--- src/rtl/orot_pkg.sv ---
// Package: shared types, constants, tables and the multiply sequence of the frame rotator.
package orot_pkg;

  // Fixed-point format and angle resolution
  localparam int FRAC_BITS   = 30;
  localparam int ANGLE_BITS  = 32;
  localparam int QBITS       = FRAC_BITS + 1;
  localparam int ROT_SH      = 30 - FRAC_BITS;
  localparam int SQRT_STEPS  = 32;
  localparam int CRD_STEPS   = 30;

  localparam logic signed [31:0] ONE        = 32'(64'sd1 <<< FRAC_BITS);
  localparam logic signed [63:0] RND_HALF   = 64'((64'sd1 <<< FRAC_BITS) >>> 1);
  localparam logic signed [33:0] CRD_HALF   = 34'((34'sd1 <<< ROT_SH) >>> 1);
  localparam logic [31:0]        ANGLE_MASK = 32'hFFFF_FFFF << (32 - ANGLE_BITS);
  localparam logic signed [33:0] CRD_GAIN   = 34'sd652032874;
  localparam logic [23:0]        NORM_MIN   = 24'h40_0000;
  localparam logic [31:0]        QUARTER    = 32'h4000_0000;
  localparam logic [31:0]        HALF_TURN  = 32'h8000_0000;

  // Multiply program landmarks
  localparam logic [5:0] PC_SQ_LAST   = 6'd2;
  localparam logic [5:0] PC_ROT_FIRST = 6'd3;
  localparam logic [5:0] PC_LAST      = 6'd50;

  typedef enum logic [1:0] {
    OP_ROT      = 2'd0,
    OP_SAVE_ROT = 2'd1,
    OP_RESTORE  = 2'd2,
    OP_IDENT    = 2'd3
  } op_e;

  typedef struct packed {
    logic [1:0]         opcode;
    logic signed [23:0] axis_x;
    logic signed [23:0] axis_y;
    logic signed [23:0] axis_z;
    logic [31:0]        turn_angle;
  } in_t;

  typedef struct packed {
    logic signed [31:0] first_x;
    logic signed [31:0] first_y;
    logic signed [31:0] first_z;
    logic signed [31:0] second_x;
    logic signed [31:0] second_y;
    logic signed [31:0] second_z;
    logic signed [31:0] third_x;
    logic signed [31:0] third_y;
    logic signed [31:0] third_z;
    logic               axis_error;
  } out_t;

  // Multiplier operand sources
  typedef enum logic [3:0] {
    SRC_F, SRC_NF, SRC_U, SRC_W, SRC_V, SRC_T, SRC_C, SRC_S, SRC_OMC, SRC_D
  } src_e;

  typedef enum logic [1:0] {ACC_LOAD, ACC_ADD, ACC_SUB} acc_e;

  typedef enum logic [3:0] {
    WB_NONE, WB_N2, WB_D, WB_W, WB_T, WB_SUMLD, WB_SUMADD, WB_NF, WB_NFX
  } wb_e;

  typedef struct packed {
    src_e       a_sel;
    logic [3:0] a_idx;
    src_e       b_sel;
    logic [3:0] b_idx;
    acc_e       acc;
    wb_e        wb;
    logic [3:0] wb_idx;
  } uop_t;

  typedef enum logic [2:0] {MP_IDLE, MP_LDA, MP_MUL, MP_ACC, MP_WB} mac_e;

  typedef enum logic [3:0] {
    ST_IDLE, ST_CHECK, ST_NORM, ST_LDA, ST_MUL, ST_ACC, ST_WB, ST_SQRT,
    ST_DIVI, ST_DIV, ST_DIVW, ST_CRDI, ST_CRD, ST_CRDW, ST_COMMIT, ST_DONE
  } st_e;

  // Controller to datapath commands
  typedef struct packed {
    logic       latch;
    logic       save;
    logic       restore;
    logic       identity;
    logic       set_err;
    logic       norm_step;
    mac_e       mac;
    logic [5:0] pc;
    logic       sqrt_step;
    logic       div_init;
    logic       div_step;
    logic       div_wr;
    logic [1:0] idx;
    logic       crd_init;
    logic       crd_step;
    logic       crd_wr;
    logic [4:0] k;
    logic       commit;
  } cmd_t;

  typedef struct packed {
    logic zero_axis;
    logic norm_ok;
  } sts_t;

  // CORDIC arctangent table in units of 2^-32 turn
  function automatic logic [29:0] atan_turn(input logic [4:0] k);
    logic [29:0] r;
    unique case (k)
      5'd0:  r = 30'h2000_0000;
      5'd1:  r = 30'h12E4_051E;
      5'd2:  r = 30'h09FB_385B;
      5'd3:  r = 30'h0511_11D4;
      5'd4:  r = 30'h028B_0D43;
      5'd5:  r = 30'h0145_D7E1;
      5'd6:  r = 30'h00A2_F61E;
      5'd7:  r = 30'h0051_7C55;
      5'd8:  r = 30'h0028_BE53;
      5'd9:  r = 30'h0014_5F2F;
      5'd10: r = 30'h000A_2F98;
      5'd11: r = 30'h0005_17CC;
      5'd12: r = 30'h0002_8BE6;
      5'd13: r = 30'h0001_45F3;
      5'd14: r = 30'h0000_A2FA;
      5'd15: r = 30'h0000_517D;
      5'd16: r = 30'h0000_28BE;
      5'd17: r = 30'h0000_145F;
      5'd18: r = 30'h0000_0A30;
      5'd19: r = 30'h0000_0518;
      5'd20: r = 30'h0000_028C;
      5'd21: r = 30'h0000_0146;
      5'd22: r = 30'h0000_00A3;
      5'd23: r = 30'h0000_0051;
      5'd24: r = 30'h0000_0029;
      5'd25: r = 30'h0000_0014;
      5'd26: r = 30'h0000_000A;
      5'd27: r = 30'h0000_0005;
      5'd28: r = 30'h0000_0003;
      5'd29: r = 30'h0000_0001;
      default: r = 30'h0;
    endcase
    return r;
  endfunction

  // Saturate to [-ONE, ONE]
  function automatic logic signed [31:0] clamp_one(input logic signed [35:0] v);
    logic signed [35:0] lim;
    lim = 36'(ONE);
    if (v > lim) return ONE;
    if (v < -lim) return -ONE;
    return v[31:0];
  endfunction

  // Identity frame entry
  function automatic logic signed [31:0] ident(input logic [3:0] k);
    return (k == 4'd0 || k == 4'd4 || k == 4'd8) ? ONE : 32'sd0;
  endfunction

  function automatic uop_t mk(input src_e a, input logic [3:0] ai, input src_e b,
                              input logic [3:0] bi, input acc_e ac, input wb_e wb,
                              input logic [3:0] wi);
    uop_t u;
    u.a_sel = a; u.a_idx = ai; u.b_sel = b; u.b_idx = bi;
    u.acc = ac; u.wb = wb; u.wb_idx = wi;
    return u;
  endfunction

  // Multiply program: axis length, Rodrigues on first and second vector, cross product
  function automatic uop_t uop_rom(input logic [5:0] pc);
    uop_t r;
    unique case (pc)
      6'd0:  r = mk(SRC_V, 4'd0, SRC_V, 4'd0, ACC_LOAD, WB_NONE, 4'd0);
      6'd1:  r = mk(SRC_V, 4'd1, SRC_V, 4'd1, ACC_ADD, WB_NONE, 4'd0);
      6'd2:  r = mk(SRC_V, 4'd2, SRC_V, 4'd2, ACC_ADD, WB_N2, 4'd0);
      // first vector
      6'd3:  r = mk(SRC_F, 4'd0, SRC_U, 4'd0, ACC_LOAD, WB_NONE, 4'd0);
      6'd4:  r = mk(SRC_F, 4'd1, SRC_U, 4'd1, ACC_ADD, WB_NONE, 4'd0);
      6'd5:  r = mk(SRC_F, 4'd2, SRC_U, 4'd2, ACC_ADD, WB_D, 4'd0);
      6'd6:  r = mk(SRC_U, 4'd1, SRC_F, 4'd2, ACC_LOAD, WB_NONE, 4'd0);
      6'd7:  r = mk(SRC_U, 4'd2, SRC_F, 4'd1, ACC_SUB, WB_W, 4'd0);
      6'd8:  r = mk(SRC_U, 4'd2, SRC_F, 4'd0, ACC_LOAD, WB_NONE, 4'd0);
      6'd9:  r = mk(SRC_U, 4'd0, SRC_F, 4'd2, ACC_SUB, WB_W, 4'd1);
      6'd10: r = mk(SRC_U, 4'd0, SRC_F, 4'd1, ACC_LOAD, WB_NONE, 4'd0);
      6'd11: r = mk(SRC_U, 4'd1, SRC_F, 4'd0, ACC_SUB, WB_W, 4'd2);
      6'd12: r = mk(SRC_F, 4'd0, SRC_C, 4'd0, ACC_LOAD, WB_SUMLD, 4'd0);
      6'd13: r = mk(SRC_U, 4'd0, SRC_D, 4'd0, ACC_LOAD, WB_T, 4'd0);
      6'd14: r = mk(SRC_T, 4'd0, SRC_OMC, 4'd0, ACC_LOAD, WB_SUMADD, 4'd0);
      6'd15: r = mk(SRC_W, 4'd0, SRC_S, 4'd0, ACC_LOAD, WB_NF, 4'd0);
      6'd16: r = mk(SRC_F, 4'd1, SRC_C, 4'd0, ACC_LOAD, WB_SUMLD, 4'd0);
      6'd17: r = mk(SRC_U, 4'd1, SRC_D, 4'd0, ACC_LOAD, WB_T, 4'd0);
      6'd18: r = mk(SRC_T, 4'd0, SRC_OMC, 4'd0, ACC_LOAD, WB_SUMADD, 4'd0);
      6'd19: r = mk(SRC_W, 4'd1, SRC_S, 4'd0, ACC_LOAD, WB_NF, 4'd1);
      6'd20: r = mk(SRC_F, 4'd2, SRC_C, 4'd0, ACC_LOAD, WB_SUMLD, 4'd0);
      6'd21: r = mk(SRC_U, 4'd2, SRC_D, 4'd0, ACC_LOAD, WB_T, 4'd0);
      6'd22: r = mk(SRC_T, 4'd0, SRC_OMC, 4'd0, ACC_LOAD, WB_SUMADD, 4'd0);
      6'd23: r = mk(SRC_W, 4'd2, SRC_S, 4'd0, ACC_LOAD, WB_NF, 4'd2);
      // second vector
      6'd24: r = mk(SRC_F, 4'd3, SRC_U, 4'd0, ACC_LOAD, WB_NONE, 4'd0);
      6'd25: r = mk(SRC_F, 4'd4, SRC_U, 4'd1, ACC_ADD, WB_NONE, 4'd0);
      6'd26: r = mk(SRC_F, 4'd5, SRC_U, 4'd2, ACC_ADD, WB_D, 4'd0);
      6'd27: r = mk(SRC_U, 4'd1, SRC_F, 4'd5, ACC_LOAD, WB_NONE, 4'd0);
      6'd28: r = mk(SRC_U, 4'd2, SRC_F, 4'd4, ACC_SUB, WB_W, 4'd0);
      6'd29: r = mk(SRC_U, 4'd2, SRC_F, 4'd3, ACC_LOAD, WB_NONE, 4'd0);
      6'd30: r = mk(SRC_U, 4'd0, SRC_F, 4'd5, ACC_SUB, WB_W, 4'd1);
      6'd31: r = mk(SRC_U, 4'd0, SRC_F, 4'd4, ACC_LOAD, WB_NONE, 4'd0);
      6'd32: r = mk(SRC_U, 4'd1, SRC_F, 4'd3, ACC_SUB, WB_W, 4'd2);
      6'd33: r = mk(SRC_F, 4'd3, SRC_C, 4'd0, ACC_LOAD, WB_SUMLD, 4'd0);
      6'd34: r = mk(SRC_U, 4'd0, SRC_D, 4'd0, ACC_LOAD, WB_T, 4'd0);
      6'd35: r = mk(SRC_T, 4'd0, SRC_OMC, 4'd0, ACC_LOAD, WB_SUMADD, 4'd0);
      6'd36: r = mk(SRC_W, 4'd0, SRC_S, 4'd0, ACC_LOAD, WB_NF, 4'd3);
      6'd37: r = mk(SRC_F, 4'd4, SRC_C, 4'd0, ACC_LOAD, WB_SUMLD, 4'd0);
      6'd38: r = mk(SRC_U, 4'd1, SRC_D, 4'd0, ACC_LOAD, WB_T, 4'd0);
      6'd39: r = mk(SRC_T, 4'd0, SRC_OMC, 4'd0, ACC_LOAD, WB_SUMADD, 4'd0);
      6'd40: r = mk(SRC_W, 4'd1, SRC_S, 4'd0, ACC_LOAD, WB_NF, 4'd4);
      6'd41: r = mk(SRC_F, 4'd5, SRC_C, 4'd0, ACC_LOAD, WB_SUMLD, 4'd0);
      6'd42: r = mk(SRC_U, 4'd2, SRC_D, 4'd0, ACC_LOAD, WB_T, 4'd0);
      6'd43: r = mk(SRC_T, 4'd0, SRC_OMC, 4'd0, ACC_LOAD, WB_SUMADD, 4'd0);
      6'd44: r = mk(SRC_W, 4'd2, SRC_S, 4'd0, ACC_LOAD, WB_NF, 4'd5);
      // third vector = first x second
      6'd45: r = mk(SRC_NF, 4'd1, SRC_NF, 4'd5, ACC_LOAD, WB_NONE, 4'd0);
      6'd46: r = mk(SRC_NF, 4'd2, SRC_NF, 4'd4, ACC_SUB, WB_NFX, 4'd6);
      6'd47: r = mk(SRC_NF, 4'd2, SRC_NF, 4'd3, ACC_LOAD, WB_NONE, 4'd0);
      6'd48: r = mk(SRC_NF, 4'd0, SRC_NF, 4'd5, ACC_SUB, WB_NFX, 4'd7);
      6'd49: r = mk(SRC_NF, 4'd0, SRC_NF, 4'd4, ACC_LOAD, WB_NONE, 4'd0);
      6'd50: r = mk(SRC_NF, 4'd1, SRC_NF, 4'd3, ACC_SUB, WB_NFX, 4'd8);
      default: r = mk(SRC_F, 4'd0, SRC_F, 4'd0, ACC_LOAD, WB_NONE, 4'd0);
    endcase
    return r;
  endfunction

endpackage

--- src/rtl/orot_ctrl.sv ---
// Controller: sequences normalization, multiply program, root, divider and CORDIC.
module orot_ctrl import orot_pkg::*; (
  input  logic       clk_i,
  input  logic       rst_ni,
  input  logic       start_i,
  input  logic [1:0] opcode_i,
  input  sts_t       sts_i,
  output cmd_t       cmd_o,
  output logic       busy_o,
  output logic       done_o
);

  st_e        st_q, st_d;
  logic [5:0] pc_q, pc_d;
  logic [4:0] k_q, k_d;
  logic [1:0] idx_q, idx_d;
  uop_t       cur_uop;
  logic       has_wb;

  assign cur_uop = uop_rom(pc_q);
  assign has_wb  = (cur_uop.wb != WB_NONE);

  // Next state and counters
  always_comb begin
    st_d  = st_q;
    pc_d  = pc_q;
    k_d   = k_q;
    idx_d = idx_q;
    unique case (st_q)
      ST_IDLE: begin
        if (start_i) begin
          unique case (op_e'(opcode_i))
            OP_RESTORE, OP_IDENT: st_d = ST_DONE;
            default:              st_d = ST_CHECK;
          endcase
        end
      end
      ST_CHECK: st_d = sts_i.zero_axis ? ST_DONE : ST_NORM;
      ST_NORM: begin
        if (sts_i.norm_ok) begin
          st_d = ST_LDA;
          pc_d = '0;
        end
      end
      ST_LDA: st_d = ST_MUL;
      ST_MUL: st_d = ST_ACC;
      ST_ACC, ST_WB: begin
        if (st_q == ST_ACC && has_wb) begin
          st_d = ST_WB;
        end else if (pc_q == PC_SQ_LAST) begin
          st_d = ST_SQRT;
          k_d  = '0;
        end else if (pc_q == PC_LAST) begin
          st_d = ST_COMMIT;
        end else begin
          st_d = ST_LDA;
          pc_d = pc_q + 6'd1;
        end
      end
      ST_SQRT: begin
        if (k_q == 5'(SQRT_STEPS - 1)) begin
          st_d  = ST_DIVI;
          idx_d = '0;
        end else begin
          k_d = k_q + 5'd1;
        end
      end
      ST_DIVI: begin
        st_d = ST_DIV;
        k_d  = '0;
      end
      ST_DIV: begin
        if (k_q == 5'(QBITS - 1)) st_d = ST_DIVW;
        else k_d = k_q + 5'd1;
      end
      ST_DIVW: begin
        if (idx_q == 2'd2) begin
          st_d = ST_CRDI;
        end else begin
          st_d  = ST_DIVI;
          idx_d = idx_q + 2'd1;
        end
      end
      ST_CRDI: begin
        st_d = ST_CRD;
        k_d  = '0;
      end
      ST_CRD: begin
        if (k_q == 5'(CRD_STEPS - 1)) st_d = ST_CRDW;
        else k_d = k_q + 5'd1;
      end
      ST_CRDW: begin
        st_d = ST_LDA;
        pc_d = PC_ROT_FIRST;
      end
      ST_COMMIT: st_d = ST_DONE;
      ST_DONE:   st_d = ST_IDLE;
      default:   st_d = ST_IDLE;
    endcase
  end

  // Command decode
  always_comb begin
    cmd_o     = '0;
    cmd_o.mac = MP_IDLE;
    cmd_o.pc  = pc_q;
    cmd_o.k   = k_q;
    cmd_o.idx = idx_q;
    unique case (st_q)
      ST_IDLE: begin
        cmd_o.latch    = start_i;
        cmd_o.save     = start_i && (op_e'(opcode_i) == OP_SAVE_ROT);
        cmd_o.restore  = start_i && (op_e'(opcode_i) == OP_RESTORE);
        cmd_o.identity = start_i && (op_e'(opcode_i) == OP_IDENT);
      end
      ST_CHECK:  cmd_o.set_err   = sts_i.zero_axis;
      ST_NORM:   cmd_o.norm_step = !sts_i.norm_ok;
      ST_LDA:    cmd_o.mac       = MP_LDA;
      ST_MUL:    cmd_o.mac       = MP_MUL;
      ST_ACC:    cmd_o.mac       = MP_ACC;
      ST_WB:     cmd_o.mac       = MP_WB;
      ST_SQRT:   cmd_o.sqrt_step = 1'b1;
      ST_DIVI:   cmd_o.div_init  = 1'b1;
      ST_DIV:    cmd_o.div_step  = 1'b1;
      ST_DIVW:   cmd_o.div_wr    = 1'b1;
      ST_CRDI:   cmd_o.crd_init  = 1'b1;
      ST_CRD:    cmd_o.crd_step  = 1'b1;
      ST_CRDW:   cmd_o.crd_wr    = 1'b1;
      ST_COMMIT: cmd_o.commit    = 1'b1;
      default:   ;
    endcase
  end

  assign busy_o = (st_q != ST_IDLE);
  assign done_o = (st_q == ST_DONE);

  // State and counter registers
  always_ff @(posedge clk_i or negedge rst_ni) begin
    if (!rst_ni) begin
      st_q  <= ST_IDLE;
      pc_q  <= '0;
      k_q   <= '0;
      idx_q <= '0;
    end else begin
      st_q  <= st_d;
      pc_q  <= pc_d;
      k_q   <= k_d;
      idx_q <= idx_d;
    end
  end

  // Restore and identity go straight from idle to the result state
  a_fast_ops: assert property (@(posedge clk_i) disable iff (!rst_ni)
    (st_q == ST_IDLE && start_i &&
     (op_e'(opcode_i) == OP_RESTORE || op_e'(opcode_i) == OP_IDENT)) |=> done_o)
    else $error("restore/identity did not complete next cycle");

  // A result is always followed by an idle cycle
  a_done_idle: assert property (@(posedge clk_i) disable iff (!rst_ni)
    done_o |=> !busy_o)
    else $error("controller not idle after result");

  // Root finishes into the divider with the first axis component
  a_sqrt_div: assert property (@(posedge clk_i) disable iff (!rst_ni)
    (st_q == ST_SQRT && k_q == 5'(SQRT_STEPS - 1)) |=> (st_q == ST_DIVI && idx_q == 2'd0))
    else $error("square root did not hand over to divider");

  // Multiply program ends only at its last entry
  a_commit_pc: assert property (@(posedge clk_i) disable iff (!rst_ni)
    (st_q == ST_COMMIT) |-> (pc_q == PC_LAST))
    else $error("frame committed before program end");

endmodule

--- config.mk ---
export PLATFORM = sky130hd
export DESIGN_NAME = orot_ctrl
export DESIGN_NICKNAME = d
export VERILOG_FILES = /design/src/rtl/orot_pkg.sv /design/src/rtl/orot_ctrl.sv
export SDC_FILE = /design/constraint.sdc
export NUM_CORES = 1
export LEC_CHECK = 0
export ABC_AREA = 1
export BUFFER_PORTS_ARGS = -buffer_cell sky130_fd_sc_hd__buf_2
export CAP_MARGIN = 25
export CORE_MARGIN = 8
export CORE_UTILIZATION = 30
export DETAILED_ROUTE_END_ITERATION = 8
export SYNTH_ARGS = -nofsm -noshare
export SYNTH_HDL_FRONTEND = slang
export SYNTH_SLANG_ARGS = --single-unit
--- constraint.sdc ---
create_clock -name clk_i -period 4.8 [get_ports clk_i]
set_clock_uncertainty 0.2 [all_clocks]
set_input_delay 0.24 -clock clk_i [delete_from_list [all_inputs] [get_ports clk_i]]
set_output_delay 0.24 -clock clk_i [all_outputs]
set_load 0.05 [all_outputs]
### Yosys cells after proc, flatten, opt, wreduce, memory -nomap -nowiden

Memories as Yosys holds them, arrays and structs flattened.
Index checks and enable logic that the tools add are counted.

| storage, ports and cells | value |
|---|---|
| register bits | 17 |
| ROM bits | 1472 |
| word-level logic and storage cells | 101 |
| memories | 1 |

Memories:

| memory | depth | width | rd ports | clocked after Yosys merged registers in | wr ports | line | text |
|---|---|---|---|---|---|---|---|
| (no name shown) | 64 | 23 | 1 | 0 | 0 | orot_pkg.sv:174 | `unique case (pc)` |

| operators by class | value |
|---|---|
| $add $sub $neg | 3 |
| equal/unequal tests | 37 |
| mux-type cells | 38 |
| reductions and logical operators | 18 |

Operators by type and width:

| cell | number |
|---|---|
| $pmux W4 S15 | 1 |
| $mux W4 | 11 |
| $eq A4 B4 Y1 const B | 8 |
| $ne A2 B2 Y1 const B | 13 |
| $mux W5 | 5 |
| $pmux W5 S5 | 1 |
| $mux W6 | 4 |
| $pmux W6 S3 | 1 |
| $eq A4 B3 Y1 const B | 4 |
| $eq A5 B5 Y1 const B | 3 |
| $pmux W3 S4 | 1 |
| $mux W1 | 10 |
| $reduce_and A5 Y1 | 2 |
| $eq A4 B2 Y1 const B | 2 |
| $reduce_bool A4 Y1 | 2 |
| $add A6 B1 Y6 const B | 1 |
| $eq A2 B2 Y1 const B | 3 |
| $eq A6 B2 Y1 const B | 1 |
| $eq A6 B6 Y1 const B | 1 |
| $mux W2 | 3 |
| $reduce_and A6 Y1 | 1 |
| $reduce_or A2 Y1 | 3 |
| $add A5 B1 Y5 const B | 1 |
| $reduce_bool A5 Y1 | 1 |
| 10 further kinds | 13 |

### Logic depth before layout (Yosys ltp)

| depth | value |
|---|---|
| depth after elaboration | 5 |
| gate-level depth with buffers | 15 |
| gate-level depth less buffers | 15 |

### Worst setup path after synthesis

OpenSTA, ideal clock, no wires.

| timing | value |
|---|---|
| kind | register -> output |
| start point | register st_q[1] |
| end point | output port cmd_o[26] in the netlist's numbering |
| arrival | 2590 ps |
| required time | 4360 ps |
| path slack | 1770 ps |
| stages on the path, launching flop included | 4 |
| buffers on the path | 0 |
| cells stage by stage | dfrtp_1 -> nor2_1 -> nand2_1 -> nor4_1 |

RTL lines:

| element | line | text |
|---|---|---|
| start, declared | orot_ctrl.sv:13 | `st_e st_q, st_d;` |
| start signal, assigned | orot_ctrl.sv:145 | `st_q <= st_d;` |
| end, declared | orot_ctrl.sv:8 | `output cmd_t cmd_o,` |

==> results.tsv <==
stage	metric	value	unit
synth	commonest cells in the synthesized netlist	nand2_1 (49), nor2_1 (38), inv_1 (27)	
placed_design	area post-placement	1760	sq um
synth	post-synth top area share	28.5	%
clock_network	Root Driver	clkbuf_8	
critical_path	CP max-delay cell	dfrtp_1	
placed_design	Port-buffer cells	38	
finish	synth-to-layout area growth	21.4	%
timing	Tcrit/Tclk final	48.1	%
critical_path	Worst Reg-to-Reg Cells	13	
worst_hold_path	worst min path class	primary input to register	
synth	post-synth cell types	28	
power_and_ir_drop	Power Density	145	nW/um^2
worst_hold_path	HP Start	start_i	
synth	most common cell in the netlist	nand2_1	
global_routing	GR Overflow Total	0	
global_routing	vias in the first global route	1480	
finish	share of layout cells above drive strength 1	26.9	%
drt	1st-iter DRT viols	97	
drt	DRT Pass-1 Iters	4	
synth	Seq/Total Area, Yosys	28.5	%
synth	Yosys reg bits	17	
clock_network	CTS tree	done	
global_routing	first-pass GRT wire length	6.89	mm
global_routing	All-Layer GR Usage	11.2	%
synth	Synth area leaders	dfrtp_1 (28%), nand2_1 (12%), nor2_1 (9.6%), ha_1 (8.4%), inv_1 (6.8%)	
critical_path	RR Startpoint	pc_q[0]	
drt	M1 WL	1.82	mm
die	Core Footprint	4750	sq um
global_routing	largest net degree at the start of global routing	18	
drt	via count	1523	
clock_network	Num CTS Buffers	3	
drt	Avg WL per Cell	11.9	um
drt	DRC	0	
synth	syn_area_per_cell	6.60	sq um
timing	PnR worst setup slack	2490	ps
clock_network	Clock transition at path regs	80	ps
finish	ANT cells	0	
clock_network	# hold bufs at CTS	1	
drt	final antenna-violating net count	0	
timing	final setup TNS	0	ps
timing	slew margin rel.	72.2	%
critical_path	crit-path max FO	6	
critical_path	ordered cell list for the critical path	nor2_1, nand2_1, nor2_1, inv_1, nor3_1, buf_2	
synth	cells after synthesis	226	
power_and_ir_drop	Tot Pwr	0.000262	W
die	I/O pin cnt	39	
critical_path	crit-path max cell delay	450	ps
critical_path	Worst setup EP type	output pin	
synth	top cell type by total area after synthesis	dfrtp_1	
drt	metal2 WL	1.92	mm
placed_design	Placement Setup Slack	2640	ps
die	Die Width	86.5	um
critical_path	reg-to-reg endpoint	k_q[0]	
clock_network	clk sinks	17	
critical_path	WP data arrival	1870	ps
timing	post-route minimum period	2310	ps
synth	syn nets	243	
timing	unrepaired setup endpoints after global routing	no	
worst_hold_path	hold endpoint	st_q[3]	
worst_hold_path	Worst Hold Depth	5	
finish	finished layout cell area	1810	sq um
outcome	status	finished clean	
timing	Slew Viols, Final	0	
run	Max Cap Viol	0	
global_routing	initial antenna violation count	0	
timing	f_max	0.433	GHz
drt	Max Used Layer	met4	
clock_network	setup repair bufs after CTS	0	
critical_path	critical path class	register to output pin	
critical_path	cell mode on critical path	nor2_1	
synth	Post-synth EDFFs	0	
clock_network	Max H-tree Level	1	
die	row count	25	
clock_network	clk_lat worst skew	260	ps
timing	Worst Max-Slew Pin Slew	417	ps
synth	Synth warnings	0	
die	Die ar.	7490	sq um
drt	Total Wirelength	3.98	mm
synth	post-synthesis async set-or-reset flop share	100	%
die	Starting Density	31.4	%
synth	Synth Cell Area	1490	sq um
clock_network	Resized Gates After CTS	0	
drt	Vias per Instance	4.55	
timing	Final Hold Viols	0	
critical_path	Worst Path Required	4360	ps
synth	Synth Flop Type	dfrtp_1	
placed_design	GPL Wtd Cong	0.836	
power_and_ir_drop	Leakage	0.962	nW
critical_path	Worst R2R Setup Slack	2630	ps
timing	# setup viols final	0	
placed_design	Post-DP HPWL	3.17	mm
finish	nets	286	
power_and_ir_drop	peak supply drop	87.2	uV
die	die height	86.5	um
clock_network	Bufs on Longest Clock Path	2	
critical_path	Worst setup SP type	register	
drt	metal3 WL	217	um
## stage by stage
step / utilization (%) / hold slack [ps] / instances
2_1_floorplan: - / -256 / 226
3_3_place_gp: 36.9 / 1.93 / 330
3_5_place_dp: 36.9 / 3.44 / 330
4_1_cts: 38.1 / 168 / 335
5_1_grt: 38.1 / 195 / 335
6_report: 38.1 / 168 / 335
## cells by family (layout without fill, tap and decap cells)
| logic type | after synthesis | in the layout | share of synthesized area, % |
|---|---|---|---|
| DFF | 17 | 17 | 28.5 |
| xor gates and xnor gates | 5 | 5 | 2.93 |
| AOI/OAI and AO/OA | 29 | 29 | 12.7 |
| adders and majority gates | 10 | 10 | 8.38 |
| and+or+nand+nor | 124 | 124 | 36.7 |
| buffers and inverters | 41 | 83 | 10.8 |
## worst max-delay path by stage
stage                     startpoint   endpoint  depth (start not counted)
after floorplan              st_q[1]  cmd_o[26]                          3
after global placement       pc_q[1]     k_q[3]                         13
after detailed placement     pc_q[1]     k_q[1]                         13
after CTS                    st_q[1]  cmd_o[27]                          6
after global routing         st_q[1]  cmd_o[27]                          6
final                        st_q[1]  cmd_o[27]                          6
## layout by cell type (no fill, tap or decap), types with 2 or more instances in the layout
master	n
nand2_1	49
nor2_1	38
buf_2	38
inv_1	27
dfrtp_1	17
inv_2	13
nand3_1	13
ha_1	10
o21ai_1	7
nor3_1	6
o21ai_2	6
o21ai_0	5
a21oi_1	5
xor2_1	4
nand2_2	4
nor2_2	3
nor4_1	3
o22ai_1	3
clkbuf_8	3
nor3b_1	2
nand3b_1	2
## area by class of cell
cell class,instances,area (sq um)
Timing Repair Buffer,39,200
Sequential cell,17,425
Inverter,40,150
Tap cell,67,83.8
Clock inverter,1,5.00
Fill cell,543,2940
Clock buffer,3,41.3
Multi-Input combinational cell,168,906
## sequential cells by signal (all words and copies together), names as in the netlist
register,flops
idx_q,2
pc_q,6
k_q,5
st_q,4
## routing by layer
layer / track usage [%] / up-vias
met1: 14.2 / 690
met3: 2.65 / 2
met5: 0 / -
met2: 18.7 / 29
li1: - / 802
met4: 2.35 / 0
## report_power, final
part | switching, W | internal [W] | leakage (nW)
clock | 0.0000540 | 0.0000576 | 0.0255
combinational | 0.00000478 | 0.00000247 | 0.745
sequential | 0 | 0.000143 | 0.191
total | 0.0000588 | 0.000203 | 0.962
## worst max-delay path: cells and delay by family (launching register included)
family / cells / cell delay (ps)
buffers and inverters: 2 / 350
DFF: 1 / 450
and+or+nand+nor: 4 / 820
No activity file was read; power rests on OpenSTA's default activity.
